--- config.mk ---
export PLATFORM = sky130hd
export DESIGN_NAME = msp_queue
export DESIGN_NICKNAME = d
export VERILOG_FILES = /design/src/rtl/msp_pkg.sv /design/src/rtl/msp_queue.sv
export SDC_FILE = /design/constraint.sdc
export NUM_CORES = 1
export LEC_CHECK = 0
export ABC_AREA = 1
export BUFFER_PORTS_ARGS = -buffer_cell sky130_fd_sc_hd__buf_2
export CORE_MARGIN = 8
export CORE_UTILIZATION = 52
export CTS_CLUSTER_DIAMETER = 40
export DETAILED_ROUTE_END_ITERATION = 8
export PLACE_DENSITY = 0.79
export SYNTH_ARGS = -nofsm -noshare
export SYNTH_HDL_FRONTEND = slang
export SYNTH_SLANG_ARGS = --single-unit
--- constraint.sdc ---
create_clock -name clk_i -period 4.6 [get_ports clk_i]
set_input_delay 0 -clock clk_i [delete_from_list [all_inputs] [get_ports clk_i]]
set_output_delay 0 -clock clk_i [all_outputs]
set_load 0.03 [all_outputs]
--- src/rtl/msp_pkg.sv ---
// Shared types, constants and register codes of the motor feedback speed loop.
// Depends on nothing; msp_front, msp_queue, msp_back, the top level and the testbench import it.
package msp_pkg;

  // Sizing
  localparam int CHANNELS   = 2;
  localparam int CH_W       = (CHANNELS > 1) ? $clog2(CHANNELS) : 1;
  // Encoder counts per turn, a power of two
  localparam int ENC_COUNTS = 8192;
  localparam int ANGLE_W    = $clog2(ENC_COUNTS);
  localparam int DELTA_W    = ANGLE_W + 1;
  localparam int QDEPTH     = 2;
  localparam int QPTR_W     = $clog2(QDEPTH);
  localparam int QCNT_W     = QPTR_W + 1;

  // Configuration port
  localparam int CFG_IDX_W  = 3;
  localparam int CFG_DATA_W = 16;

  typedef enum logic [CFG_IDX_W-1:0] {
    CFG_PROP_GAIN    = 3'd0,
    CFG_INTEG_GAIN   = 3'd1,
    CFG_DERIV_GAIN   = 3'd2,
    CFG_FILTER_GAIN  = 3'd3,
    CFG_OUTPUT_LIMIT = 3'd4,
    CFG_DECIMATION   = 3'd5,
    CFG_CHAN0_ID     = 3'd6,
    CFG_CHAN1_ID     = 3'd7
  } cfg_idx_e;

  // Register reset values
  localparam logic [8:0]  FILTER_GAIN_RST  = 9'd102;
  localparam logic [14:0] OUTPUT_LIMIT_RST = 15'd5000;
  localparam logic [2:0]  DECIMATION_RST   = 3'd5;
  localparam logic [10:0] CHAN0_ID_RST     = 11'h201;
  localparam logic [10:0] CHAN1_ID_RST     = 11'h203;
  // Unity weight of the filter in Q1.8
  localparam logic [8:0]  FILTER_ONE       = 9'd256;

  typedef struct packed {
    logic [15:0] prop_gain;
    logic [15:0] integ_gain;
    logic [15:0] deriv_gain;
    logic [8:0]  filter_gain;
    logic [14:0] output_limit;
    logic [2:0]  decimation;
    logic [10:0] chan0_id;
    logic [10:0] chan1_id;
  } cfg_t;

  // Classified frame passed from front to back
  typedef struct packed {
    logic [CH_W-1:0]    ch;
    logic [ANGLE_W-1:0] angle;
    logic [15:0]        current_real;
    logic [15:0]        current_set;
    logic [7:0]         hall;
    logic [15:0]        target_speed;
    logic               startup_hold;
  } item_t;

  // Queue status seen by the top level
  typedef struct packed {
    logic [QCNT_W-1:0] count;
  } q_stat_t;

endpackage

--- src/rtl/msp_queue.sv ---
// Short queue of classified frames between front end and back end.
// Depends on msp_pkg.
module msp_queue (
  input  logic             clk_i,
  input  logic             rst_ni,
  input  logic             push_valid_i,
  output logic             push_ready_o,
  input  msp_pkg::item_t   push_item_i,
  output logic             pop_valid_o,
  input  logic             pop_ready_i,
  output msp_pkg::item_t   pop_item_o,
  output msp_pkg::q_stat_t stat_o
);
  import msp_pkg::*;

  item_t             mem_q [QDEPTH];
  logic [QPTR_W-1:0] wr_ptr_q, rd_ptr_q;
  logic [QCNT_W-1:0] cnt_q, cnt_d;
  logic              do_push, do_pop;

  assign push_ready_o = (cnt_q != QCNT_W'(QDEPTH));
  assign pop_valid_o  = (cnt_q != '0);
  assign do_push      = push_valid_i && push_ready_o;
  assign do_pop       = pop_valid_o && pop_ready_i;
  assign pop_item_o   = mem_q[rd_ptr_q];
  assign stat_o.count = cnt_q;

  always_comb begin
    cnt_d = cnt_q;
    if (do_push && !do_pop) begin
      cnt_d = cnt_q + QCNT_W'(1);
    end else if (do_pop && !do_push) begin
      cnt_d = cnt_q - QCNT_W'(1);
    end
  end

  // Pointers and fill count
  always_ff @(posedge clk_i or negedge rst_ni) begin
    if (!rst_ni) begin
      wr_ptr_q <= '0;
      rd_ptr_q <= '0;
      cnt_q    <= '0;
    end else begin
      cnt_q <= cnt_d;
      if (do_push) begin
        wr_ptr_q <= QPTR_W'(wr_ptr_q + QPTR_W'(1));
      end
      if (do_pop) begin
        rd_ptr_q <= QPTR_W'(rd_ptr_q + QPTR_W'(1));
      end
    end
  end

  // Storage
  always_ff @(posedge clk_i) begin
    if (do_push) begin
      mem_q[wr_ptr_q] <= push_item_i;
    end
  end

endmodule

---- Word-level counts from Yosys, hierarchy flattened ----
Memories as Yosys holds them, arrays and structs flattened.
Cells that the tools add are included.
cells by class
  $add $sub $neg .......................... 4
  eq/ne operators ......................... 1
  mux-type cells .......................... 4
  reduce and logical (&&, ||, !) cells .... 8
operator list
  kind                                                                number
  1-bit logical AND                                                   4
  2-bit two-way mux                                                   2
  2-bit nonzero test                                                  2
  1-bit adder, second input constant                                  2
  2-bit by 1-bit adder with 2-bit output, second input constant       1
  1-bit zero test                                                     2
  1-bit two-way mux                                                   2
  2-bit != test, second input constant                                1
  2-bit by 1-bit subtractor with 2-bit output, second input constant  1
storage, ports and cells
  bits in registers ....................... 4
  bits in writable memories ............... 142
  input bits .............................. 75
  output and inout port bits .............. 75
  logic and storage cells ................. 21
  memories kept ........................... 1
memories
  memory  words  bits a word  rd ports  clocked after Yosys merged registers in  wr ports  RTL line         text
  mem_q   2      71           1         0                                        1         msp_queue.sv:16  item_t mem_q [QDEPTH];

---- Depth between registers and ports, before layout ----
  depth after elaboration ................. 6
  gate-level depth with buffers ........... 10
  depth with buffers taken out ............ 10

---- Worst setup path before layout ----
No wires, ideal clock.
  path kind ............................... register to register
  from .................................... register cnt_q[0], in the netlist stat_o[0]
  to ...................................... memory mem_q[0][0] (netlist name), enable pin
  library setup time ...................... 0.501 ns
  data arrival time ....................... 3.990 ns
  data required time ...................... 4.099 ns
  slack ................................... 0.109 ns
  cell stages (with the launch flop) ...... 5
  path buffers ............................ 0
  clock period less this slack ............ 4.491 ns
  cells stage by stage .................... dfrtp_1 inv_2 nand2_1 nand2_2 nor2_1
on the way
  cells in the longest elaborated chain, start to end .. 4
ends and longest elaborated chain
  what                                     RTL line         text
  start, declared                          msp_queue.sv:18  logic [QCNT_W-1:0] cnt_q, cnt_d;
  start signal, assigned                   msp_queue.sv:44  cnt_q <= cnt_d;
  2-bit != test                            msp_queue.sv:21  assign push_ready_o = (cnt_q != QCNT_W'(QDEPTH));
  named net push_ready_o                   msp_queue.sv:7   output logic push_ready_o,
  1-bit logical AND                        msp_queue.sv:23  assign do_push = push_valid_i && push_ready_o;
  1-bit two-way mux                        msp_queue.sv:56  if (do_push) begin
  1-bit two-way mux (implied by the code)  msp_queue.sv:57  mem_q[wr_ptr_q] <= push_item_i;
  end, declared                            msp_queue.sv:16
The timed path passes the listed nets, and every way through them passes these cells.

---- Worst setup path after layout ----
  from .................................... register cnt_q[0], in the netlist stat_o[0]
  to ...................................... memory mem_q[1][26] (netlist name), enable pin
on the way
  cells in the longest elaborated chain, start to end .. 4
ends and longest elaborated chain
  what                                     RTL line
  2-bit != test                            msp_queue.sv:21
  1-bit logical AND                        msp_queue.sv:23
  1-bit two-way mux                        msp_queue.sv:56
  1-bit two-way mux (implied by the code)  msp_queue.sv:57
Every way passes these cells.

==> metrics.md <==
| Metric | Value |
|---|---|
| DRC | 0 |
| DPL Wire Length | 7170 um |
| Register area | 4370 um^2 |
| CTS-repair resized insts | 0 |
| Synth-to-Final Area Change | 40.4% |
| Max transition margin | 36.6% |
| Final hold violations | 0 |
| RR Startpoint | stat_o[0] |
| Placed inst area | 6250 um^2 |
| RSZ-0062 raised after global routing | false |
| GRT Total Usage | 17.8% |
| CP Launch Point | stat_o[0] |
| Crit path time final | 2370 ps |
| Flop2flop setup slack | 2230 ps |
| Clock sink total | 146 |
| Die Y | 118 um |
| Die width | 118 um |
| ANT nets after route | 0 |
| Cell area after layout | 7610 um^2 |
| Met3 wire len | 893 um |
| Status | finished clean |
| Core area | 10200 um^2 |
| Fillers | 651 |
| Syn_nets | 475 |
| Final net count | 707 |
| Routed wire length per instance | 15.8 um |
| PD cells | 691 nW/um^2 |
| Fin crit share | 51.4% |
| Max-cap violations | 0 |
| Most common cell after layout, fill and taps aside | nand2_1 |
| Count of input and output buffers | 149 |
| Crit path kind | flop to flop |
| Pins over their slew limit | 0 |
| Drt pass-1 iters | 5 |
| Avg Inst Size Synth | 13.6 um^2 |
| Global-route wire length before repair | 19600 um |
| Synth cell types | 16 |
| Io pins | 150 |
| Seq cells post-synth | 146 |
| # rows | 37 |
| HP Class | input port to flop |
| Fraction of layout cells with a size suffix above 1 | 29.5% |
| TritonCTS clock tree | built |
| Total CTS buffers | 17 |
| CP Cell Sequence | inv_2 > nand2_1 > nand2_2 > nor2_4 > buf_4 |
| Worst setup margin | 2230 ps |
| Req. time, crit path | 4730 ps |
| Clock Skew | 8.81 ps |
| Initial core utilization | 52.9% |
| Worst path slowest cell | nor2_4 |
| Element type at the critical path start | flop |
| Largest stage delay, worst path | 650 ps |
| WL met1 | 4990 um |
| Slew @ Worst Pin | 949 ps |
| Post-Synthesis Cell Area | 5420 um^2 |
| Htree depth | 4 |
| Die Footprint | 13900 um^2 |
| Wire length on met2 | 6260 um |
| Pin count of the biggest net entering global routing | 73 |
| Clk_lat worst skew | 500 ps |
| Multi-input gate area | 908 um^2 |
| Initial DRC count | 263 |
| Maximum clock rate | 0.423 GHz |
| DR vias/cell | 4.76 |
| Antenna cells | 0 |
| Clk buf depth | 2 |
| Peak supply drop | 0.000431 V |
| Worst Setup End Kind | flop |
| Worst Path Max Fanout | 43 |
| Seq/Total Area, Yosys | 80.6% |
| Drt total wl | 12300 um |
| Placed cells | 673 |
| Fin Setup TNS | 0 ps |
| Worst EP arrival | 2500 ps |
| Worst hold slack | 217 ps |
| Initial antenna violation count | 0 |
| Crit path capture | mem_q[1][26] |
| Final instance count without filler cells | 780 |
| Worst reg-to-reg path cell count | 5 |
| Pleak | 3.30 nW |
| Yosys warns | 0 |
| Overflow left after global routing | 0 |
| Pre-CTS WS | 2240 ps |
| Final GP Congestion | 0.733 |
| Top Metal Used | met4 |
| Setup violators final | 0 |
| Root buffer cell | clkbuf_8 |
| Routed vias | 3709 |
| Most frequent cells in the layout | 222 x nand2_1, 149 x buf_2, 142 x edfxtp_1 |
| Synth Instances | 399 |
| Vias in the first global route | 3912 |
| Reg clk slew, reported paths | 60 ps |
| Worst reg2reg path endpoint | mem_q[1][26] |
## repair_timing
action / in CTS / in global routing
endpoints found under the setup margin: 0 / 0
hold endpoints to repair: 149 / 0
setup buffers: 0 / 0
hold buffers: 75 / 0
## how the worst min path moves through the flow
stage | cells after the start | startpoint | end | slack (ps)
3_3_place_gp | 1 | rst_ni | stat_o[1] | -190
4_1_cts | 2 | push_item_i[63] | mem_q[0][63] | 190
6_report | 2 | push_item_i[70] | mem_q[0][70] | 220
5_1_grt | 2 | push_item_i[70] | mem_q[0][70] | 200
3_5_place_dp | 1 | rst_ni | stat_o[0] | -190
2_1_floorplan | 0 | rst_ni | rd_ptr_q | -300
## report_power, final
part / internal [mW] / total (mW) / switching [mW]
sequential: 1.82 / 1.92 / 0.100
clock: 0.875 / 1.38 / 0.504
combinational: 0.484 / 1.95 / 1.47
total: 3.18 / 5.25 / 2.07
## cells in the mapped netlist, drive strengths merged
cell type,number,area share (%)
nor2,2,0.14
buf,15,2.4
nand3,2,0.18
xnor2,1,0.16
xor2,1,0.16
inv,7,0.58
edfxtp,142,79
nand4,1,0.12
nand2,223,16
ha,1,0.23
dfrtp,4,1.8
## logic make-up after synthesis
group / after synthesis / share of synthesized area, %
xor+xnor: 2 / 0.323
fa+ha+maj: 1 / 0.231
buf+inv: 22 / 2.93
flops: 146 / 80.6
simple gates: 228 / 15.9
## through the flow
stage / utilization (%) / power (mW)
global route: 74.4 / 5.52
global placement: 61.1 / 3.82
finish: 74.4 / 5.25
detailed placement: 61.1 / 3.86
floorplan: - / 3.34
CTS: 74.4 / 5.30
## state kept, by name, indices dropped and copies added, names as in the netlist
register and count:
rd_ptr_q 1, wr_ptr_q 1, mem_q 142, stat_o 2
## worst max-delay path, delay by kind of cell, from the launching register on
family | cells | cell delay (ps)
buf+inv | 2 | 680
flops | 1 | 430
simple gates | 3 | 860
## layout make-up
type	instances	share of cell area, %
well taps	136	2.24
multi-input cells	231	11.9
repair buffers	228	20.1
clock buffers	17	5.44
clock inverters	15	2.52
inverters	7	0.411
flip-flops and latches	146	57.4
## routing by layer
metal / track usage, % / up-vias
li1: - / 1807
met1: 20.0 / 1745
met4: 7.05 / 0
met5: 0 / -
met3: 6.09 / 17
met2: 30.6 / 140
Power figures use the tool's default switching activity.
