**config.mk**
```make
export PLATFORM = sky130hd
export DESIGN_NAME = msp_front_flat
export DESIGN_NICKNAME = d
export VERILOG_FILES = /design/src/rtl/msp_pkg.sv /design/src/rtl/msp_in_if.sv /design/src/rtl/msp_front.sv /design/src/flat_wrapper.sv
export SDC_FILE = /design/constraint.sdc
export NUM_CORES = 1
export LEC_CHECK = 0
export BUFFER_PORTS_ARGS = -buffer_cell sky130_fd_sc_hd__buf_2
export CORE_UTILIZATION = 25
export CTS_CLUSTER_SIZE = 28
export DETAILED_ROUTE_END_ITERATION = 7
export GPL_ROUTABILITY_DRIVEN = 0
export SETUP_SLACK_MARGIN = 0.02
export SYNTH_ARGS = -nofsm -noshare
export SYNTH_HDL_FRONTEND = slang
export SYNTH_SLANG_ARGS = --single-unit
export TNS_END_PERCENT = 10
```
**constraint.sdc**
```tcl
create_clock -name clk_i -period 5.6 [get_ports clk_i]
set_clock_uncertainty 0.15 [all_clocks]
set_input_delay 1.12 -clock clk_i [delete_from_list [all_inputs] [get_ports clk_i]]
set_output_delay 1.12 -clock clk_i [all_outputs]
set_load 0.005 [all_outputs]
```
**src/rtl/msp_pkg.sv**
```systemverilog
// Shared types, constants and register codes of the motor feedback speed loop.
// Depends on nothing; msp_front, msp_queue, msp_back, the top level and the testbench import it.
package msp_pkg;

  // Sizing
  localparam int CHANNELS   = 2;
  localparam int CH_W       = (CHANNELS > 1) ? $clog2(CHANNELS) : 1;
  // Encoder counts per turn, a power of two
  localparam int ENC_COUNTS = 8192;
  localparam int ANGLE_W    = $clog2(ENC_COUNTS);
  localparam int DELTA_W    = ANGLE_W + 1;
  localparam int QDEPTH     = 2;
  localparam int QPTR_W     = $clog2(QDEPTH);
  localparam int QCNT_W     = QPTR_W + 1;

  // Configuration port
  localparam int CFG_IDX_W  = 3;
  localparam int CFG_DATA_W = 16;

  typedef enum logic [CFG_IDX_W-1:0] {
    CFG_PROP_GAIN    = 3'd0,
    CFG_INTEG_GAIN   = 3'd1,
    CFG_DERIV_GAIN   = 3'd2,
    CFG_FILTER_GAIN  = 3'd3,
    CFG_OUTPUT_LIMIT = 3'd4,
    CFG_DECIMATION   = 3'd5,
    CFG_CHAN0_ID     = 3'd6,
    CFG_CHAN1_ID     = 3'd7
  } cfg_idx_e;

  // Register reset values
  localparam logic [8:0]  FILTER_GAIN_RST  = 9'd102;
  localparam logic [14:0] OUTPUT_LIMIT_RST = 15'd5000;
  localparam logic [2:0]  DECIMATION_RST   = 3'd5;
  localparam logic [10:0] CHAN0_ID_RST     = 11'h201;
  localparam logic [10:0] CHAN1_ID_RST     = 11'h203;
  // Unity weight of the filter in Q1.8
  localparam logic [8:0]  FILTER_ONE       = 9'd256;

  typedef struct packed {
    logic [15:0] prop_gain;
    logic [15:0] integ_gain;
    logic [15:0] deriv_gain;
    logic [8:0]  filter_gain;
    logic [14:0] output_limit;
    logic [2:0]  decimation;
    logic [10:0] chan0_id;
    logic [10:0] chan1_id;
  } cfg_t;

  // Classified frame passed from front to back
  typedef struct packed {
    logic [CH_W-1:0]    ch;
    logic [ANGLE_W-1:0] angle;
    logic [15:0]        current_real;
    logic [15:0]        current_set;
    logic [7:0]         hall;
    logic [15:0]        target_speed;
    logic               startup_hold;
  } item_t;

  // Queue status seen by the top level
  typedef struct packed {
    logic [QCNT_W-1:0] count;
  } q_stat_t;

endpackage

```
**src/rtl/msp_in_if.sv**
```systemverilog
// Feedback frame channel: valid/ready handshake plus the received frame fields.
// Depends on nothing.
interface msp_in_if;
  logic               valid;
  logic               ready;
  logic [10:0]        std_id;
  logic [7:0]         angle_high;
  logic [7:0]         angle_low;
  logic [7:0]         current_high;
  logic [7:0]         current_low;
  logic [7:0]         setcur_high;
  logic [7:0]         setcur_low;
  logic [7:0]         hall_byte;
  logic signed [15:0] target_speed;
  logic               startup_hold;

  modport source (
    output valid, std_id, angle_high, angle_low, current_high, current_low,
           setcur_high, setcur_low, hall_byte, target_speed, startup_hold,
    input  ready
  );
  modport sink (
    input  valid, std_id, angle_high, angle_low, current_high, current_low,
           setcur_high, setcur_low, hall_byte, target_speed, startup_hold,
    output ready
  );
endinterface

```
**src/rtl/msp_front.sv**
```systemverilog
// Front end: takes feedback frames, matches the id to a channel, decodes bytes.
// Depends on msp_pkg and msp_in_if; feeds msp_queue.
module msp_front (
  input  logic          clk_i,
  input  logic          rst_ni,
  input  msp_pkg::cfg_t cfg_i,
  msp_in_if.sink        in_i,
  output logic          push_valid_o,
  input  logic          push_ready_i,
  output msp_pkg::item_t push_item_o
);
  import msp_pkg::*;

  logic        stg_valid_q, stg_valid_d;
  item_t       stg_item_q;
  item_t       dec_item;
  logic        match;
  logic        accept;
  logic [15:0] raw_angle;

  // Id match: channel 0 wins when both ids are equal
  always_comb begin
    raw_angle            = {in_i.angle_high, in_i.angle_low};
    dec_item.angle       = raw_angle[ANGLE_W-1:0];
    dec_item.current_real = {in_i.current_high, in_i.current_low};
    dec_item.current_set  = {in_i.setcur_high, in_i.setcur_low};
    dec_item.hall         = in_i.hall_byte;
    dec_item.target_speed = in_i.target_speed;
    dec_item.startup_hold = in_i.startup_hold;
    match                 = 1'b0;
    dec_item.ch           = '0;
    priority if (in_i.std_id == cfg_i.chan0_id) begin
      match = 1'b1;
    end else if ((in_i.std_id == cfg_i.chan1_id) && (CHANNELS > 1)) begin
      match       = 1'b1;
      dec_item.ch = CH_W'(1);
    end else begin
      match = 1'b0;
    end
  end

  assign in_i.ready = !stg_valid_q || push_ready_i;
  assign accept     = in_i.valid && in_i.ready;

  // Stage register; unmatched frames are dropped here
  always_comb begin
    stg_valid_d = stg_valid_q;
    if (accept) begin
      stg_valid_d = match;
    end else if (push_ready_i) begin
      stg_valid_d = 1'b0;
    end
  end

  always_ff @(posedge clk_i or negedge rst_ni) begin
    if (!rst_ni) begin
      stg_valid_q <= 1'b0;
    end else begin
      stg_valid_q <= stg_valid_d;
    end
  end

  always_ff @(posedge clk_i) begin
    if (accept) begin
      stg_item_q <= dec_item;
    end
  end

  assign push_valid_o = stg_valid_q;
  assign push_item_o  = stg_item_q;

endmodule

```
**src/flat_wrapper.sv**
```systemverilog
// flat-port wrapper written by rule: the top's interface ports become plain ports
module msp_front_flat import msp_pkg::*;
  (clk_i, rst_ni, cfg_i, push_valid_o, push_ready_i, push_item_o, in_i_valid, in_i_std_id, in_i_angle_high, in_i_angle_low, in_i_current_high, in_i_current_low, in_i_setcur_high, in_i_setcur_low, in_i_hall_byte, in_i_target_speed, in_i_startup_hold, in_i_ready);
  msp_in_if in_i_i ();
  input  logic clk_i;
  input  logic rst_ni;
  input  msp_pkg::cfg_t cfg_i;
  output logic push_valid_o;
  input  logic push_ready_i;
  output msp_pkg::item_t push_item_o;
  input wire logic [$bits(in_i_i.valid)-1:0] in_i_valid;
  input wire logic [$bits(in_i_i.std_id)-1:0] in_i_std_id;
  input wire logic [$bits(in_i_i.angle_high)-1:0] in_i_angle_high;
  input wire logic [$bits(in_i_i.angle_low)-1:0] in_i_angle_low;
  input wire logic [$bits(in_i_i.current_high)-1:0] in_i_current_high;
  input wire logic [$bits(in_i_i.current_low)-1:0] in_i_current_low;
  input wire logic [$bits(in_i_i.setcur_high)-1:0] in_i_setcur_high;
  input wire logic [$bits(in_i_i.setcur_low)-1:0] in_i_setcur_low;
  input wire logic [$bits(in_i_i.hall_byte)-1:0] in_i_hall_byte;
  input wire logic [$bits(in_i_i.target_speed)-1:0] in_i_target_speed;
  input wire logic [$bits(in_i_i.startup_hold)-1:0] in_i_startup_hold;
  output wire logic [$bits(in_i_i.ready)-1:0] in_i_ready;
  assign in_i_i.valid = in_i_valid;
  assign in_i_i.std_id = in_i_std_id;
  assign in_i_i.angle_high = in_i_angle_high;
  assign in_i_i.angle_low = in_i_angle_low;
  assign in_i_i.current_high = in_i_current_high;
  assign in_i_i.current_low = in_i_current_low;
  assign in_i_i.setcur_high = in_i_setcur_high;
  assign in_i_i.setcur_low = in_i_setcur_low;
  assign in_i_i.hall_byte = in_i_hall_byte;
  assign in_i_i.target_speed = in_i_target_speed;
  assign in_i_i.startup_hold = in_i_startup_hold;
  assign in_i_ready = in_i_i.ready;
  msp_front u_core (.clk_i(clk_i), .rst_ni(rst_ni), .cfg_i(cfg_i), .in_i(in_i_i), .push_valid_o(push_valid_o), .push_ready_i(push_ready_i), .push_item_o(push_item_o));
endmodule
```
# After elaboration in Yosys (flattened, before gate mapping)
# Cells that the tools add are included.
[op_classes]
n_eq_ne = 2
reduce_logical = 4
mux = 4
[op_table]
columns = ["op", "count"]
rows = [
  ["11-bit == test", 2],
  ["1-bit two-way mux", 4],
  ["2-bit nonzero test", 1],
  ["1-bit logical AND", 1],
  ["1-bit zero test", 1],
  ["1-bit logical OR", 1],
]
[totals]
output_inout_bits = 73
register_bits = 72
inputBits = 185

# Longest topological paths before layout
# Gate-level depths: netlist (run 1).
[logic_depth]
depth_word = 4
depth_mapped = 4
depth_no_buf = 4

# Worst setup path after synthesis (run 1)
# No wires, ideal clock.
[synth_timing]
path_type = "in2reg"
start = "input push_ready_i"
end = "register u_core.stg_item_q (netlist bit u_core.push_item_o[0]) (enable)"
cell_stages = 3
arrival_time_ns = 2.916
setup_time_ns = 0.437
setup_slack_ns = 2.097
t_required_ns = 5.013
n_path_buf = 0
path_cell_list = "inv_1 nand2_1 and2_1"
[synth_between]
elab_chain_len = 2
[synth_lines]
columns = ["element", "line", "rtl"]
rows = [
  ["from (decl)", "flat_wrapper.sv:9", "input logic push_ready_i;"],
  ["1-bit logical OR", "msp_front.sv:42", "assign in_i.ready = !stg_valid_q || push_ready_i;"],
  ["net in_i_ready", "flat_wrapper.sv:22", "output wire logic [$bits(in_i_i.ready)-1:0] in_i_ready;"],
  ["1-bit logical AND", "msp_front.sv:43", "assign accept = in_i.valid && in_i.ready;"],
  ["net u_core.accept", "msp_front.sv:18", "logic accept;"],
  ["to (signal assigned)", "msp_front.sv:65", "stg_item_q <= dec_item;"],
  ["to (decl)", "msp_front.sv:15", "item_t stg_item_q;"],
]
# The timed path passes the listed nets, and every way through them passes these cells.
# A chain may end at the register's enable or synchronous reset.

# Worst setup path after layout (run 1)
[layout_timing]
start = "input push_ready_i"
end = "output in_i_ready"
[layout_between]
elab_chain_len = 1
[layout_lines]
columns = ["element", "line"]
rows = [
  ["1-bit logical OR", "msp_front.sv:42"],
  ["to (decl)", "flat_wrapper.sv:22"],
]
# No other way between the ends.

==> impl_metrics.csv, run 1 <==
group,metric,value,unit
detailed_routing,wire_per_inst,13.3,um
clocking,post_cts_resized,0,
clocking,clock_latency,0.33,ns
sta,rsz0062_at_grt,"false",
critical_path,start_kind,"input port",
detailed_routing,drt_iter0_markers,24,
clocking,path_clk_slew,0.08,ns
sta,clock.fmax,0.363,GHz
placement,dp_slack,2.84,ns
final_layout,fillers,910,
clocking,post_cts_buffers,0,
global_routing,grt_overflow,0,
sta,finalCritPeriodShare,49.2,%
final_layout,design_area,0.00372,mm^2
global_routing,antenna_found_initial,0,
global_routing,grt_start_max_net_pins,72,
clocking,ctsHoldBuffers,0,
clocking,cts_tree,"yes",
yosys,synth_top_area_cell,"edfxtp_1",
clocking,root_buffer,"clkbuf_8",
critical_path,cp_max_fo,2,
final_layout,final_cell_mix,"179 x buf_2, 71 x edfxtp_1, 11 x xnor2_1, 11 x xor2_1, 9 x clkbuf_8",
placement,place.detailed.hpwl,4400,um
placement,io_buffers,179,
final_layout,final_common_cell,"buf_2",
detailed_routing,vias,1711,
detailed_routing,drtPass1Iterations,4,
power,powerDensity,328,mW/mm^2
sta,worst_pin_slew,0.928,ns
job,drv_cap,0,
detailed_routing,via_per_inst,3.96,
yosys,yosys-top-cells-area,"edfxtp_1 88%, xnor2_1 4.0%, xor2_1 4.0%, dfrtp_1 1.0%, nand4_1 0.51%",
floorplanning,num_rows,35,
yosys,syn_nets,293,
power,p_total,0.00122,W
floorplanning,die_w,101,um
sta,setup_viol,0,
sta,finalSetupTns,0,ns
yosys,postSynthAreaPerCell,22.5,um^2
floorplanning,die_area,0.0101,mm^2
global_routing,grt_pass1_vias,1688,
floorplanning,die_h,101,um
critical_path,end_kind,"output port",
yosys,yosysSeqAreaShare,88.7,%
yosys,ys_warn_count,0,
placement,placed_cell_area,0.00349,mm^2
yosys,syn_inst,108,
status,status,"finished, final reports clean",
power,p_leak,1.62,nW
critical_path,crit_type,"input port to output port",
yosys,synth_seq_cells,72,
detailed_routing,wl,5730,um
floorplanning,num_io_pins,258,
critical_path,worstPathArrival,1.48,ns
final_layout,syn_to_final_growth,52.8,%
floorplanning,start_util,26.1,%
detailed_routing,drc,0,
final_layout,n_antenna_cell,0,
critical_path,worstRegToRegCells,2,
sta,slew_headroom,38.1,%
power,ir_worst_vdd,0.132,mV
sta,drv_slew,0,
yosys,synth_top_area_share,87.7,%
sta,period_minus_slack,2.75,ns
global_routing,grt_usage,10.9,%
clocking,cts_buffers,9,
clocking,clkSinkCount,72,
yosys,synth_cell_type_count,14,
critical_path,reg2reg_slack,3.77,ns
sta,setup_slack,2.85,ns
final_layout,drive_gt1_share,65.0,%
detailed_routing,ant_nets,0,
yosys,syn_area,0.00243,mm^2
critical_path,rr_startpoint,"u_core.push_valid_o",
global_routing,grt_pass1_wl,8030,um
final_layout,nets,483,
worst_hold_path,hold_class,"input port to asynchronous set/reset pin",
sta,hold_viol,0,
critical_path,worstReg2RegEnd,"u_core.push_item_o[35]",
floorplanning,core,0.00933,mm^2
clocking,cts_max_level,3,
critical_path,critPathRequiredTime,4.33,ns
clocking,clockBufferDepth,2,
cell families after synthesis:
kind of cell    Yosys count  synth area share, %
simple gates             12                 2.78
compound gates            1                0.463
xor+xnor                 22                 7.92
buf+inv                   1                0.154
flops                    72                 88.7
state kept, by name, summed over array words and instances (netlist names):
signal and cells:
u_core.push_item_o 71, u_core.push_valid_o 1
synthesized netlist by cell type (all sizes together):
cell type,count
xor2,11
nor2,1
nand4,2
and4,1
nand2,1
edfxtp,71
nor4,2
nor3,2
nand3,2
dfrtp,1
a221o,1
xnor2,11
inv,1
and2,1
where the power goes:
| group | internal (W) | total (W) | switching [W] |
|---|---|---|---|
| Clock | 0.000256 | 0.000458 | 0.000202 |
| Combinational | 0.0000608 | 0.000112 | 0.0000511 |
| Sequential | 0.000638 | 0.000648 | 0.00000956 |
per-layer routing:
metal  vias to the layer above  GRT usage, %  wire, um
li1                        796             -         -
met1                       781          9.90      1900
met2                       126          20.4      3010
met3                         8          5.20       709
met4                         0          5.13       108
met5                         -             0         0
layout make-up:
class | instances | area, um^2 | area share [%]
clock inverters | 7 | 101 | 2.73
repair buffers | 179 | 896 | 24.1
inverters | 1 | 3.75 | 0.101
multi-input cells | 35 | 274 | 7.37
well taps | 129 | 161 | 4.34
flip-flops and latches | 72 | 2160 | 58.0
clock buffers | 9 | 124 | 3.33
worst max-delay path by stage:
stage | startpoint | endpoint | slack, ns | cells past startpoint
floorplan | push_ready_i | u_core.push_item_o[0] | 2.10 | 3
global placement | push_ready_i | in_i_ready | 2.86 | 4
detailed placement | push_ready_i | in_i_ready | 2.84 | 4
CTS | push_ready_i | in_i_ready | 2.84 | 4
global route | push_ready_i | in_i_ready | 2.80 | 4
finish | push_ready_i | in_i_ready | 2.85 | 4
worst max-delay path: stages:
cell	delay (ns)
buf_2	0.09
inv_1	0.07
nand2_1	0.07
buf_2	0.13
stage by stage:
| stage | hold slack [ns] | std cells | utilization [%] |
|---|---|---|---|
| floorplan | 0.380 | 108 | - |
| global placement | 0.375 | 416 | 37.4 |
| detailed placement | 0.409 | 416 | 37.4 |
| CTS | 0.368 | 432 | 39.9 |
| global route | 0.372 | 432 | 39.9 |
| finish | 0.395 | 432 | 39.9 |
Power figures use the tool's default switching activity.
==> inputs of run 2 (changes only) <==
==> constraint.sdc (replaced) <==
create_clock -name clk_i -period 2.8 [get_ports clk_i]
set_clock_uncertainty 0.15 [all_clocks]
set_input_delay 0.56 -clock clk_i [delete_from_list [all_inputs] [get_ports clk_i]]
set_output_delay 0.56 -clock clk_i [all_outputs]
set_load 0.005 [all_outputs]
==> run 2 against run 1 <==
Sequential cell count stayed put. First-iteration DRC count is 120% higher. Die area stayed put. Clock power is 80% higher. Via count is 1.2% lower. Clock-buffer cell count stayed put. Non-clock buffer count is 2 higher. Sequential share of layout area is 0.097 points lower. Core utilization is 0.067 points higher.
==> impl_metrics.csv, run 2 (synthesis gave the netlist of run 1 again) <==
group,metric,value,unit
detailed_routing,drtPass1Iterations,4,
global_routing,met2_usage,18.3,%
sta,clock.fmax,0.588,GHz
sta,finalCritPeriodShare,60.7,%
placement,place.detailed.hpwl,4410,um
sta,finalSetupTns,0,ns
global_routing,met1_usage,10.2,%
final_layout,final_cell_mix,"179 x buf_2, 71 x edfxtp_1, 11 x xnor2_1, 11 x xor2_1, 9 x clkbuf_8",
worst_hold_path,whs_path_depth,1,
global_routing,grt_pass1_wl,7730,um
detailed_routing,drt_iter0_markers,53,
detailed_routing,via_per_inst,3.90,
final_layout,syn_to_final_growth,53.1,%
global_routing,grt_pass1_vias,1639,
detailed_routing,drc,0,
placement,dp_cells,417,
floorplanning,die_w,101,um
final_layout,nets,485,
sta,drv_slew,0,
final_layout,final_common_cell,"buf_2",
critical_path,worstPathArrival,1.57,ns
sta,period_minus_slack,1.70,ns
detailed_routing,wire_per_inst,12.9,um
global_routing,grt_start_max_net_pins,43,
job,drv_cap,0,
critical_path,reg2reg_slack,1.10,ns
worst_hold_path,whs_endpoint,"u_core.push_item_o[36]",
detailed_routing,vias,1691,
critical_path,cp_max_fo,42,
critical_path,crit_type,"flip-flop to flip-flop",
power,switching_share,22.3,%
clocking,cts_max_level,3,
floorplanning,die_h,101,um
critical_path,end_kind,"flip-flop",
detailed_routing,wl,5590,um
clocking,ctsHoldBuffers,1,
critical_path,worstReg2RegEnd,"u_core.push_item_o[38]",
clocking,clkSinkCount,72,
power,comb_power_share,9.7,%
clocking,root_buffer,"clkbuf_8",
final_layout,postLayoutCoreUtil,39.9,%
sta,setup_viol,0,
clocking,post_cts_buffers,0,
detailed_routing,ant_nets,0,
clocking,cts_buffers,9,
critical_path,critPathRequiredTime,2.67,ns
global_routing,gr-usage-met3,6.10,%
final_layout,drive_gt1_share,64.9,%
floorplanning,num_io_pins,258,
status,status,"finished, final reports clean",
final_layout,n_antenna_cell,0,
global_routing,grt_usage,10.7,%
power,ir_worst_vdd,0.265,mV
global_routing,grt_overflow,0,
sta,hold_viol,0,
power,p_sw,0.000523,W
power,powerDensity,630,mW/mm^2
critical_path,rr_startpoint,"u_core.push_valid_o",
floorplanning,start_util,26.1,%
floorplanning,die_area,0.0101,mm^2
worst_hold_path,hold_class,"input port to flip-flop",
final_layout,fin_cells,434,
critical_path,worstRegToRegCells,3,
power,power.internal,0.00182,W
power,clockPowerShare,35.2,%
global_routing,busiest_layer,"met2",
clocking,clockBufferDepth,2,
sta,worst_pin_slew,0.444,ns
global_routing,antenna_found_initial,0,
clocking,post_cts_resized,0,
final_layout,largest_register_ffs,71,
sta,rsz0062_at_grt,"false",
critical_path,start_kind,"flip-flop",
clocking,cts_tree,"yes",
sta,slew_headroom,70.1,%
clocking,path_clk_slew,0.09,ns
worst_hold_path,hold_path_startpoint,"in_i_setcur_high[3]",
clocking,clock_latency,0.33,ns
sta,fin_hold_ws,0.238,ns
floorplanning,core,0.00933,mm^2
placement,io_buffers,179,
power,p_leak,1.63,nW
floorplanning,num_rows,35,
power,power_frac_seq,55.1,%
run 2: cell types whose count changed in the layout (fill, tap and decap cells not counted), sizes merged:
cell and change:
buf +1, bufinv -1, clkinv +2, clkinvlp -1
dlygate4sd3 +1
run 2: metrics by stage:
step                      area (um^2)  power [W]  setup WS [ns]
after floorplan                  2430    0.00138          0.631
after global placement           3510    0.00155          0.824
after detailed placement         3510    0.00155          0.820
after CTS                        3720    0.00239           1.09
after global routing             3720    0.00246          0.987
final                            3720    0.00235           1.10
run 2: layout make-up:
| cell class | instances | area [um^2] |
|---|---|---|
| flip-flops and latches | 72 | 2160 |
| inverters | 1 | 3.75 |
| clock buffers | 9 | 124 |
| clock inverters | 7 | 77.6 |
| fillers | 899 | 5600 |
| repair buffers | 181 | 926 |
| multi-input cells | 35 | 274 |
| well taps | 129 | 161 |
run 2: power groups by stage:
stage	sequential, W	combinational [W]	clock, W
2_1_floorplan	0.00133	0.0000422	0
3_3_place_gp	0.00132	0.000230	0
3_5_place_dp	0.00132	0.000233	0
4_1_cts	0.00129	0.000234	0.000864
5_1_grt	0.00130	0.000253	0.000903
6_report	0.00129	0.000228	0.000825
run 2: worst max path at each step:
stage / end / slack (ns) / startpoint
4_1_cts: u_core.push_item_o[20] / 1.09 / u_core.push_valid_o
2_1_floorplan: u_core.push_item_o[0] / 0.63 / push_ready_i
3_5_place_dp: u_core.push_item_o[66] / 0.82 / push_ready_i
5_1_grt: u_core.push_item_o[38] / 0.99 / u_core.push_valid_o
3_3_place_gp: u_core.push_item_o[43] / 0.82 / push_ready_i
6_report: u_core.push_item_o[38] / 1.10 / u_core.push_valid_o
run 2: critical path, cell delays in order (launching register included):
cell     delay [ns]
dfrtp_1        0.40
nand2_1        0.09
and2_4         0.41
buf_12         0.29
run 2: layer usage:
metal / vias to the layer above / share of wire [%]
met1: 756 / 34
met5: - / 0
met3: 8 / 14
met2: 125 / 50
met4: 0 / 2.0
li1: 802 / -
==> inputs of run 3 (changes only) <==
==> constraint.sdc (replaced) <==
create_clock -name clk_i -period 1.75 [get_ports clk_i]
set_clock_uncertainty 0.15 [all_clocks]
set_input_delay 0.35 -clock clk_i [delete_from_list [all_inputs] [get_ports clk_i]]
set_output_delay 0.35 -clock clk_i [all_outputs]
set_load 0.005 [all_outputs]
==> run 3 against run 2 <==
Core utilization rose by 2.5 points. Via count rose by 3.8%. Largest power group unchanged. Sequential share of layout area fell by 3.5 points. Highest routed layer unchanged. Critical path type is now flip-flop to output port.
==> impl_metrics.csv, run 3 (synthesis gave the netlist of run 1 again) <==
group,metric,value,unit
detailed_routing,drtPass1Iterations,4,
power,powerDensity,971,mW/mm^2
critical_path,critPathRequiredTime,1.25,ns
power,comb_power_share,10.6,%
detailed_routing,ant_nets,0,
detailed_routing,wire_per_inst,13.0,um
power,ir_worst_vdd,0.331,mV
sta,worst_pin_slew,0.354,ns
sta,drv_slew,0,
placement,placed_cell_area,0.00353,mm^2
clocking,cts_tree,"yes",
floorplanning,die_area,0.0101,mm^2
final_layout,drive_gt1_share,60.9,%
floorplanning,die_w,101,um
clocking,cts_max_level,3,
critical_path,end_kind,"output port",
final_layout,syn_to_final_growth,62.9,%
critical_path,worstPathArrival,0.97,ns
critical_path,rr_startpoint,"u_core.push_valid_o",
sta,fin_hold_ws,0.0277,ns
critical_path,crit_type,"flip-flop to output port",
detailed_routing,drt_iter0_markers,52,
clocking,clkSinkCount,72,
final_layout,design_area,0.00396,mm^2
power,switching_share,23.0,%
power,p_total,0.00385,W
placement,io_buffers,179,
critical_path,reg2reg_slack,0.31,ns
final_layout,largest_register_ffs,71,
critical_path,worstRegToRegCells,3,
floorplanning,num_io_pins,258,
floorplanning,core,0.00933,mm^2
floorplanning,die_h,101,um
detailed_routing,via_per_inst,3.85,
power,clockPowerShare,35.6,%
worst_hold_path,whs_path_depth,1,
sta,slew_headroom,76.2,%
sta,finalSetupTns,0,ns
worst_hold_path,hold_path_startpoint,"in_i_setcur_low[5]",
critical_path,cp_max_fo,3,
global_routing,grt_overflow,0,
critical_path,worstReg2RegEnd,"u_core.push_item_o[36]",
floorplanning,num_rows,35,
clocking,path_clk_slew,0.08,ns
detailed_routing,drc,0,
final_layout,n_antenna_cell,0,
sta,setup_viol,0,
job,drv_cap,0,
clocking,clockBufferDepth,2,
clocking,root_buffer,"clkbuf_8",
power,power_frac_seq,53.8,%
final_layout,nets,507,
placement,dp_slack,0.153,ns
clocking,clock_latency,0.34,ns
final_layout,final_cell_mix,"179 x buf_2, 71 x edfxtp_1, 22 x dlygate4sd3_1",
worst_hold_path,hold_class,"input port to flip-flop",
critical_path,start_kind,"flip-flop",
sta,finalCritPeriodShare,84.2,%
global_routing,grt_usage,11.3,%
power,power.internal,0.00296,W
sta,clock.fmax,0.679,GHz
global_routing,grt_pass1_vias,1765,
clocking,post_cts_resized,0,
global_routing,antenna_found_initial,0,
sta,rsz0062_at_grt,"false",
sta,period_minus_slack,1.47,ns
clocking,cts_buffers,9,
sta,setup_slack,0.276,ns
global_routing,grt_pass1_wl,8180,um
final_layout,final_common_cell,"buf_2",
sta,hold_viol,0,
power,p_leak,1.72,nW
detailed_routing,wl,5950,um
power,p_sw,0.000884,W
final_layout,fillers,873,
global_routing,grt_start_max_net_pins,43,
floorplanning,start_util,26.1,%
status,status,"finished, final reports clean",
detailed_routing,vias,1756,
placement,place.detailed.hpwl,4430,um
worst_hold_path,whs_endpoint,"u_core.push_item_o[30]",
-- run 3: cell count changes in the layout (fill, tap and decap cells not counted), sizes merged --
cell         change
buf              +1
inv              +1
clkinvlp         +2
clkinv           -3
dlygate4sd3     +21
-- run 3: final cells by class --
type	count	area [um^2]	share of cell area, %
Tap cell	129	161	4.07
Clock buffer	9	124	3.13
Multi-Input combinational cell	35	274	6.92
Inverter	1	3.75	0.0948
Clock inverter	7	85.1	2.15
Sequential cell	72	2160	54.5
Timing Repair Buffer	203	1160	29.2
-- run 3: critical path: stages, from the launching register on --
cell and delay [ns]:
dfrtp_1 0.41, nand2_1 0.10, buf_2 0.13
-- run 3: metal layers --
layer / GRT usage (%) / wire length (um)
met1: 10.3 / 1980
met2: 20.3 / 3110
met3: 5.27 / 737
met4: 7.36 / 113
met5: 0 / 0
-- run 3: worst max-delay path by stage --
stage,start,end,slack (ns),cells after the start
floorplan,u_core.push_valid_o,u_core.push_item_o[0],0.14,2
global route,u_core.push_valid_o,in_i_ready,0.21,2
global placement,in_i_std_id[6],u_core.push_valid_o,0.18,5
detailed placement,in_i_std_id[0],u_core.push_item_o[70],0.15,5
CTS,u_core.push_valid_o,in_i_ready,0.24,2
finish,u_core.push_valid_o,in_i_ready,0.28,2
-- run 3: power groups by stage --
stage | registers (W) | logic, W | clock network [W]
after floorplan | 0.00213 | 0.0000683 | 0
after global placement | 0.00211 | 0.000371 | 0
after detailed placement | 0.00211 | 0.000377 | 0
after CTS | 0.00207 | 0.000402 | 0.00143
after global routing | 0.00208 | 0.000448 | 0.00150
final | 0.00207 | 0.000408 | 0.00137
-- run 3: repair_timing --
action,in CTS,in global routing
hold buffers,14,8
endpoints found under the hold margin,14,8
buffers inserted,0,0
-- run 3: metrics by stage --
stage / utilization (%) / instances
2_1_floorplan: - / 108
3_3_place_gp: 37.9 / 418
3_5_place_dp: 37.9 / 418
4_1_cts: 41.6 / 448
5_1_grt: 42.5 / 456
6_report: 42.5 / 456
